### config.mk
export PLATFORM = sky130hd
export DESIGN_NAME = zero_escaped_frame_encoder
export DESIGN_NICKNAME = d
export VERILOG_FILES = /design/src/rtl/zef_pkg.sv /design/src/rtl/zef_front.sv /design/src/rtl/zef_queue.sv /design/src/rtl/zef_back.sv /design/src/rtl/zero_escaped_frame_encoder.sv
export SDC_FILE = /design/constraint.sdc
export NUM_CORES = 1
export LEC_CHECK = 0
export BUFFER_PORTS_ARGS = -buffer_cell sky130_fd_sc_hd__buf_2
export CORE_MARGIN = 5
export CORE_UTILIZATION = 35
export CTS_CLUSTER_DIAMETER = 120
export DETAILED_ROUTE_END_ITERATION = 8
export SYNTH_ARGS = -nofsm -noshare
export SYNTH_HDL_FRONTEND = slang
export SYNTH_SLANG_ARGS = --single-unit
export TNS_END_PERCENT = 20
### constraint.sdc
create_clock -name clk -period 18 [get_ports clk]
set_input_delay 0.9 -clock clk [delete_from_list [all_inputs] [get_ports clk]]
set_output_delay 0.9 -clock clk [all_outputs]
set_load 0.02 [all_outputs]
### src/rtl/zef_pkg.sv
// shared types and constants for the zero-escaped frame encoder
// no dependencies

package zef_pkg;

  localparam int unsigned QDepth = 2;
  localparam int unsigned QPtrW  = (QDepth > 1) ? $clog2(QDepth) : 1;
  localparam int unsigned QCntW  = $clog2(QDepth + 1);

  localparam logic [7:0] FLAG_BASE  = 8'd128;
  localparam logic [7:0] CHECK_MOD  = 8'd255;
  localparam logic [7:0] START_BYTE = 8'h00;

  localparam logic [2:0] POS_START = 3'd0;
  localparam logic [2:0] POS_CMD   = 3'd1;
  localparam logic [2:0] POS_YHI   = 3'd2;
  localparam logic [2:0] POS_YLO   = 3'd3;
  localparam logic [2:0] POS_XHI   = 3'd4;
  localparam logic [2:0] POS_XLO   = 3'd5;
  localparam logic [2:0] POS_FLAG  = 3'd6;
  localparam logic [2:0] POS_CHECK = 3'd7;

  typedef struct packed {
    logic [7:0] command;
    logic [7:0] yhi;
    logic [7:0] ylo;
    logic [7:0] xhi;
    logic [7:0] xlo;
    logic [7:0] flag;
    logic [7:0] chk;
  } frame_t;

  typedef struct packed {
    logic empty;
    logic full;
  } q_status_t;

endpackage

### src/rtl/zef_front.sv
// front end: escapes zero data bytes, builds flag and mod-255 checksum
// depends on zef_pkg

module zef_front import zef_pkg::*; (
  input  logic        start,
  input  logic        busy,
  input  logic [7:0]  command,
  input  logic [15:0] y_value,
  input  logic [15:0] x_value,
  output logic        push,
  output frame_t      entry
);

  logic [10:0] sum;
  logic [8:0]  fold;
  logic [8:0]  fold_sub;
  logic [7:0]  chk;

  always_comb begin
    entry.command = command;
    entry.flag    = FLAG_BASE;
    entry.ylo     = (y_value[7:0]  == 8'd0) ? 8'd1 : y_value[7:0];
    entry.yhi     = (y_value[15:8] == 8'd0) ? 8'd1 : y_value[15:8];
    entry.xlo     = (x_value[7:0]  == 8'd0) ? 8'd1 : x_value[7:0];
    entry.xhi     = (x_value[15:8] == 8'd0) ? 8'd1 : x_value[15:8];
    entry.flag[0] = (y_value[7:0]  == 8'd0);
    entry.flag[1] = (y_value[15:8] == 8'd0);
    entry.flag[2] = (x_value[7:0]  == 8'd0);
    entry.flag[3] = (x_value[15:8] == 8'd0);
    sum = {3'd0, command} + {3'd0, entry.yhi} + {3'd0, entry.ylo}
        + {3'd0, entry.xhi} + {3'd0, entry.xlo} + {3'd0, entry.flag};
    // 256 == 1 mod 255, so fold the high bits onto the low byte
    fold     = {6'd0, sum[10:8]} + {1'b0, sum[7:0]};
    fold_sub = fold - {1'b0, CHECK_MOD};
    chk      = (fold >= {1'b0, CHECK_MOD}) ? fold_sub[7:0] : fold[7:0];
    entry.chk = chk;
    push = start && !busy && (chk != 8'd0);
  end

endmodule

### src/rtl/zef_queue.sv
// short frame queue between front end and serializer
// depends on zef_pkg

module zef_queue import zef_pkg::*; (
  input  logic      clk,
  input  logic      rst,
  input  logic      push,
  input  frame_t    push_entry,
  input  logic      pop,
  output frame_t    head,
  output q_status_t status
);

  frame_t           mem [QDepth];
  logic [QPtrW-1:0] wr_ptr;
  logic [QPtrW-1:0] rd_ptr;
  logic [QCntW-1:0] count;

  function automatic logic [QPtrW-1:0] ptr_inc(input logic [QPtrW-1:0] p);
    ptr_inc = (p == QPtrW'(QDepth - 1)) ? '0 : p + 1'b1;
  endfunction

  assign status.empty = (count == '0);
  assign status.full  = (count == QCntW'(QDepth));
  assign head         = mem[rd_ptr];

  always_ff @(posedge clk) begin
    if (push) begin
      mem[wr_ptr] <= push_entry;
    end
  end

  always_ff @(posedge clk) begin
    if (rst) begin
      wr_ptr <= '0;
      rd_ptr <= '0;
      count  <= '0;
    end else begin
      if (push) wr_ptr <= ptr_inc(wr_ptr);
      if (pop)  rd_ptr <= ptr_inc(rd_ptr);
      if (push && !pop) count <= count + 1'b1;
      else if (pop && !push) count <= count - 1'b1;
    end
  end

  assert property (@(posedge clk) disable iff (rst) status.full |-> !push)
    else $error("push into full queue");
  assert property (@(posedge clk) disable iff (rst) status.empty |-> !pop)
    else $error("pop from empty queue");

endmodule

### src/rtl/zef_back.sv
// back end: serializes one queued frame, one byte per cycle
// depends on zef_pkg

module zef_back import zef_pkg::*; (
  input  logic       clk,
  input  logic       rst,
  input  frame_t     head,
  input  q_status_t  status,
  output logic       pop,
  output logic [7:0] frame_byte,
  output logic       last_byte,
  output logic       strobe
);

  logic [2:0] pos;
  logic [7:0] byte_sel;

  always_comb begin
    case (pos)
      POS_START: byte_sel = START_BYTE;
      POS_CMD:   byte_sel = head.command;
      POS_YHI:   byte_sel = head.yhi;
      POS_YLO:   byte_sel = head.ylo;
      POS_XHI:   byte_sel = head.xhi;
      POS_XLO:   byte_sel = head.xlo;
      POS_FLAG:  byte_sel = head.flag;
      POS_CHECK: byte_sel = head.chk;
      default:   byte_sel = START_BYTE;
    endcase
  end

  assign pop = !status.empty && (pos == POS_CHECK);

  always_ff @(posedge clk) begin
    if (!status.empty) begin
      frame_byte <= byte_sel;
    end
  end

  always_ff @(posedge clk) begin
    if (rst) begin
      pos       <= POS_START;
      strobe    <= 1'b0;
      last_byte <= 1'b0;
    end else begin
      strobe    <= !status.empty;
      last_byte <= pop;
      if (!status.empty) pos <= pos + 1'b1;
    end
  end

  assert property (@(posedge clk) disable iff (rst) last_byte |-> strobe)
    else $error("last byte without strobe");
  assert property (@(posedge clk) disable iff (rst) (strobe && !last_byte) |=> strobe)
    else $error("gap inside frame");
  assert property (@(posedge clk) disable iff (rst)
      (strobe && last_byte) |=> (!strobe || (frame_byte == START_BYTE)))
    else $error("frame does not open with start byte");
  assert property (@(posedge clk) disable iff (rst) status.empty |-> (pos == POS_START))
    else $error("serializer idle mid-frame");

endmodule

### src/rtl/zero_escaped_frame_encoder.sv
// top level of the zero-escaped frame encoder
// depends on zef_pkg, zef_front, zef_queue, zef_back
//
// usage:
//   a transaction is taken on a rising edge with start high and busy low;
//   command, y_value and x_value are sampled at that edge
//   the front end escapes zero data bytes, builds the flag byte and the
//   mod-255 checksum in the same cycle and writes the frame into a
//   two-entry queue; a frame whose checksum is zero is dropped
//   the serializer sends 8 bytes on consecutive cycles: 0, command,
//   y high, y low, x high, x low, flag, checksum, each valid for one
//   cycle with strobe high; last_byte marks the checksum byte
//   the frame is written into the queue at the accepting edge; its bytes
//   go out one per cycle once it reaches the queue head, and new frames
//   are taken meanwhile; busy is high while both queue entries are held
//   the receiver cannot stall; strobed bytes must be taken as they come
//   reset (rst, synchronous) empties the queue and drops any frame in flight

module zero_escaped_frame_encoder import zef_pkg::*; (
  input  logic        clk,
  input  logic        rst,
  input  logic        start,
  output logic        busy,
  input  logic [7:0]  command,
  input  logic [15:0] y_value,
  input  logic [15:0] x_value,
  output logic [7:0]  frame_byte,
  output logic        last_byte,
  output logic        strobe
);

  logic      push;
  logic      pop;
  frame_t    entry;
  frame_t    head;
  q_status_t status;

  assign busy = status.full;

  zef_front u_front (
    .start   (start),
    .busy    (busy),
    .command (command),
    .y_value (y_value),
    .x_value (x_value),
    .push    (push),
    .entry   (entry)
  );

  zef_queue u_queue (
    .clk        (clk),
    .rst        (rst),
    .push       (push),
    .push_entry (entry),
    .pop        (pop),
    .head       (head),
    .status     (status)
  );

  zef_back u_back (
    .clk        (clk),
    .rst        (rst),
    .head       (head),
    .status     (status),
    .pop        (pop),
    .frame_byte (frame_byte),
    .last_byte  (last_byte),
    .strobe     (strobe)
  );

endmodule

==> results.cfg, run 1 <==
[status]
status = complete, no violations

[grt]
top_usage_layer = met2
gr-usage-met2 = 0.252
met1_usage = 0.197
overflow = 0
antenna_found_initial = 0
met3_usage = 0.0394
grt_pass1_vias = 4256
grt_max_degree = 53
grt_usage = 0.153
grt_pass1_wl_mm = 24.6

[detailed_routing]
drc_errors = 0
wl_per_cell_um = 20.1
via_per_inst = 5.33
final_antenna_net_count = 0
initialDrtViolationCount = 266
first_pass_iters = 7
routed_wl_mm = 15.9
via_count = 4222

[cells_and_area]
final_nets = 646
area_growth_pct = 15.2
drive_above_1_share = 0.206
nFillCells = 1778
multi_input_area_sq_mm = 0.00268
antenna_cells = 0
final_cell_area_sq_mm = 0.00751
seq_area_sq_mm = 0.00356

[synth]
synth_edf_count = 112
synth_top_family_by_area = adder cells
synth_compound_area_frac = 0.107
syn_nets = 610
muxShareOfSynthArea = 0.0512
synthArstFlopShare = 0
synth_seq_cells = 122
synth_common_cells = edfxtp_1 (112), clkbuf_1 (39), ha_1 (36)
synth_cell_types = 55
ys_seq_area_frac = 0.547
ys_warn_count = 0
yosysTopAreaCellShare = 0.516
ys.flop_type = edfxtp_1
synthAdderAreaFrac = 0.137
synth-xor-area-share = 0.0317
yosys.cell_count.top_type = edfxtp_1
netlist_instances = 509
synthSimpleGateAreaFrac = 0.0831
avgSynthCellArea_sq_um = 12.8
synth.area.top_cells = edfxtp_1 (52%), ha_1 (6.9%), fa_1 (6.8%), mux2_2 (3.6%), dfxtp_1 (3.1%)
yosys.area.top_type = edfxtp_1
syn_area_sq_mm = 0.00652

[setup_path]
path_class = input port to register
required_ns = 18.07
start_kind = input port
path_max_fanout = 52
crit_path_frequent_cell = fa_1
cp.arrival_ns = 9.35
slowest_delay_ns = 0.52
critPathCaptureType = register
cp_slowest_cell = a2111oi_2
reg2reg_slack_ns = 15.40

[clock_network]
cts_tree = yes
ctsHoldBuffers = 0
cts_buffers = 17
cts_sinks = 122
clkTransAtPathRegs_ns = 0.05
clkLatencyLatePin_ns = 0.41
cts_setup_buffers = 0
h-tree-depth = 4
ctsRootBufferMaster = clkbuf_16
clockBufferDepth = 2
ctsResizeCount = 0

[timing]
worst-slew-pin-transition_ns = 0.910
drv_slew = 0
fin_skew_ns = 0.00472
rsz0062_at_grt = no
setup_tns_ns = 0
fin_crit_ns = 9.28
finalHoldViolations = 0
max_slew_margin = 0.392
timing.final.crit_share = 0.516
fmax_mhz = 108
setup-violations-final = 0

[floorplanning]
die_x_um = 146
start_util = 0.352
die_h_um = 146
coreArea_sq_mm = 0.0185
dieArea_sq_mm = 0.0215
io_pins = 54
rows = 50

[power]
p_switching_mw = 0.595
powerDensity_mw_per_mm2 = 198
p_leak_nw = 2.81
combPwrFrac = 0.488
internal_power_mw = 0.890
fin_total_pwr_mw = 1.49
sw_frac_of_total = 0.401
power_frac_clock = 0.211
pwr-share-seq = 0.300
ir_drop_mv = 0.0820

[placement]
io_buffers = 53
dp_hpwl_mm = 11.9
finalWeightedCongestion = 0.833
placed_area_sq_mm = 0.00697

[hold_path]
min_path_type = register to register

[job]
maxCapViolations = 0
[cell usage in the layout (no fill, tap or decap), types with 9 or more instances in the layout]
master / instances
ha_1: 36
mux2_2: 21
dfxtp_1: 10
fa_1: 22
buf_2: 53
a22oi_1: 9
xnor2_1: 12
edfxtp_1: 112
nand3_1: 9
a21oi_1: 22
xor2_1: 9
clkbuf_16: 17
or4_1: 10
nor2_1: 27
o21ai_0: 11
nand2_1: 26
inv_1: 35
[layer usage]
metal  part of all wire  vias up
met3              0.058       24
met1               0.43     2115
met4              0.018        0
met2               0.49      137
met5                  0        -
li1                   -     1946
[critical path, delay by kind of cell]
| kind | cells | cell delay, ns |
|---|---|---|
| AOI/OAI and AO/OA | 6 | 1.85 |
| buffers and inverters | 4 | 0.59 |
| adders and majority gates | 8 | 2.85 |
| xor gates and xnor gates | 4 | 0.83 |
| and+or+nand+nor | 9 | 2.26 |
[cell type report]
type | count | area share
sequential | 122 | 0.475
tap | 234 | 0.0390
timing repair buffer | 57 | 0.0393
clock inverter | 11 | 0.0138
multi-input combinational | 312 | 0.357
inverter | 35 | 0.0175
clock buffer | 21 | 0.0586
[metrics by stage]
step                       util  worst slack, ns  hold WS [ns]  std cells
final                     0.406             8.72         0.511        792
after global routing      0.406             8.12         0.532        792
after CTS                 0.406             8.73         0.507        792
after detailed placement  0.376             8.32         0.490        760
after global placement    0.376             8.45         0.476        760
after floorplan               -             7.61         0.465        509
[worst paths after layout]
path                            cells past startpoint                   startpoint                        endpoint
worst max-delay path                               31                   y_value[9]    u_queue.mem[1][25]$_DFFE_PP_
worst max register to register                      6   u_back.pos[2]$_SDFFE_PP0P_  u_back.frame_byte[7]$_DFFE_PP_
worst min register to register                      2  u_queue.rd_ptr$_SDFFE_PP0P_                        register
worst min-delay path                                2  u_queue.rd_ptr$_SDFFE_PP0P_                        register
[registers in the layout (all words and copies together) (netlist names), named ones only]
name and flops:
u_back.frame_byte 8, u_queue.mem 104, u_back.strobe 1, u_queue.rd_ptr 1
u_back.last_byte 1, u_back.pos 3, u_queue.count 2, u_queue.wr_ptr 1
[power groups by stage]
stage / combinational, mW / sequential (mW) / clock (mW)
after floorplan: 0.522 / 0.455 / 0
after global placement: 0.718 / 0.450 / 0
after detailed placement: 0.717 / 0.452 / 0
after CTS: 0.723 / 0.447 / 0.319
after global routing: 0.801 / 0.453 / 0.333
final: 0.725 / 0.446 / 0.314
[logic make-up after synthesis]
| logic type | Yosys count |
|---|---|
| xor gates and xnor gates | 22 |
| buffers and inverters | 75 |
| adders and majority gates | 58 |
| and+or+nand+nor | 107 |
| AOI/OAI and AO/OA | 96 |
| DFF | 122 |
| muxes | 29 |
Power figures use the tool's default switching activity.
==> run 2: changes to the inputs <==
- clock period: 18 -> 8.8 ns (I/O delays scaled with it)
==> results.cfg, run 2 (synthesis gave the netlist of run 1 again) <==
[grt]
overflow = 0
grt_pass1_vias = 4292
antenna_found_initial = 0
grt_pass1_wl_mm = 24.1
grt_max_degree = 53
grt_usage = 0.149

[cells_and_area]
largest-register = u_queue.mem
final_common_cell = edfxtp_1
layout_common_cells = edfxtp_1 (112), buf_2 (53), inv_1 (35)
final_cell_area_sq_mm = 0.00768
largest_reg_flops = 104
final_nets = 656
top_regs = u_queue.mem: 104 flops, u_back.frame_byte: 8 flops, u_back.pos: 3 flops
final_util = 0.415
area_growth_pct = 17.8
antenna_cells = 0
fin_cells = 802
drive_above_1_share = 0.250

[clock_network]
ctsHoldBuffers = 0
ctsRootBufferMaster = clkbuf_16
cts_sinks = 122
h-tree-depth = 4
clkLatencyLatePin_ns = 0.42
clockBufferDepth = 2
cts_buffers = 17
cts_tree = yes
clkTransAtPathRegs_ns = 0.06

[timing]
setup_slack_ns = 0.490
setup-violations-final = 0
max_slew_margin = 0.396
timing.final.crit_share = 0.944
worst-slew-pin-transition_ns = 0.905
drv_slew = 0
fin_skew_ns = 0.00672
setup_tns_ns = 0
fmax_mhz = 120
fin_crit_ns = 8.31
finalHoldViolations = 0
hold_ws_ns = 0.234

[floorplanning]
start_util = 0.352
dieArea_sq_mm = 0.0215
die_x_um = 146
die_h_um = 146
coreArea_sq_mm = 0.0185
io_pins = 54
rows = 50

[setup_path]
required_ns = 9.15
cp.arrival_ns = 8.66
start_kind = input port
critPathCaptureType = register
slowest_delay_ns = 0.53
path_class = input port to register
cp_slowest_cell = or4_1
path_max_fanout = 5

[hold_path]
min_path_type = input port to register

[placement]
placed_area_sq_mm = 0.00705
finalWeightedCongestion = 0.867
io_buffers = 53
dp_hpwl_mm = 11.9
place_inst = 768
place_ws_ns = -0.188

[detailed_routing]
final_antenna_net_count = 0
via_per_inst = 5.26
initialDrtViolationCount = 396
first_pass_iters = 5
wl_per_cell_um = 19.9
routed_wl_mm = 16.0
via_count = 4221
drc_errors = 0

[status]
status = complete, no violations

[power]
p_leak_nw = 2.89
fin_total_pwr_mw = 3.27
powerDensity_mw_per_mm2 = 426
ir_drop_mv = 0.209

[job]
maxCapViolations = 0
[run 2: timing repair]
action,in CTS,in global routing
endpoints found under the setup margin,0,99
buffers inserted,0,1
resized for setup,0,11
[run 2: worst max-delay path: cells and delay by family]
family                   cells  cell delay, ns
AND/OR/NAND/NOR             10            2.43
buffers and inverters        3            0.25
AO/OA/AOI/OAI                7            1.79
adder cells (fa/ha/maj)      9            3.19
XOR/XNOR                     3            0.54
[run 2: path summary, 6_finish.rpt]
path,startpoint,end,slack (ns),cells past startpoint
setup / recovery,y_value[9],u_queue.count[1]$_SDFFE_PP0P_,0.49,32
hold reg to reg,u_queue.rd_ptr$_SDFFE_PP0P_,u_queue.rd_ptr$_SDFFE_PP0P_,0.51,2
setup reg to reg,u_back.pos[2]$_SDFFE_PP0P_,u_back.frame_byte[7]$_DFFE_PP_,6.29,6
hold / removal,command[6],u_queue.mem[1][50]$_DFFE_PP_,0.23,1
[run 2: area by class of cell]
type                       instances  area (sq um)
fill                            1718         10800
sequential                       122          3560
multi-input combinational        313          2740
clock buffer                      17           425
timing repair buffer              66           388
tap                              234           293
clock inverter                    15           139
inverter                          35           131
[run 2: layer usage]
metal | vias to the layer above | routed length [um] | global-route usage
met4 | 0 | 379 | 0.0597
met2 | 156 | 7970 | 0.245
met3 | 26 | 910 | 0.0388
met1 | 2072 | 6700 | 0.188
met5 | - | 0 | 0
li1 | 1967 | - | -
[run 2: power by group]
part | internal, mW | switching [mW]
clock | 0.392 | 0.266
sequential | 0.861 | 0.0478
combinational | 0.683 | 1.02
total | 1.94 | 1.34
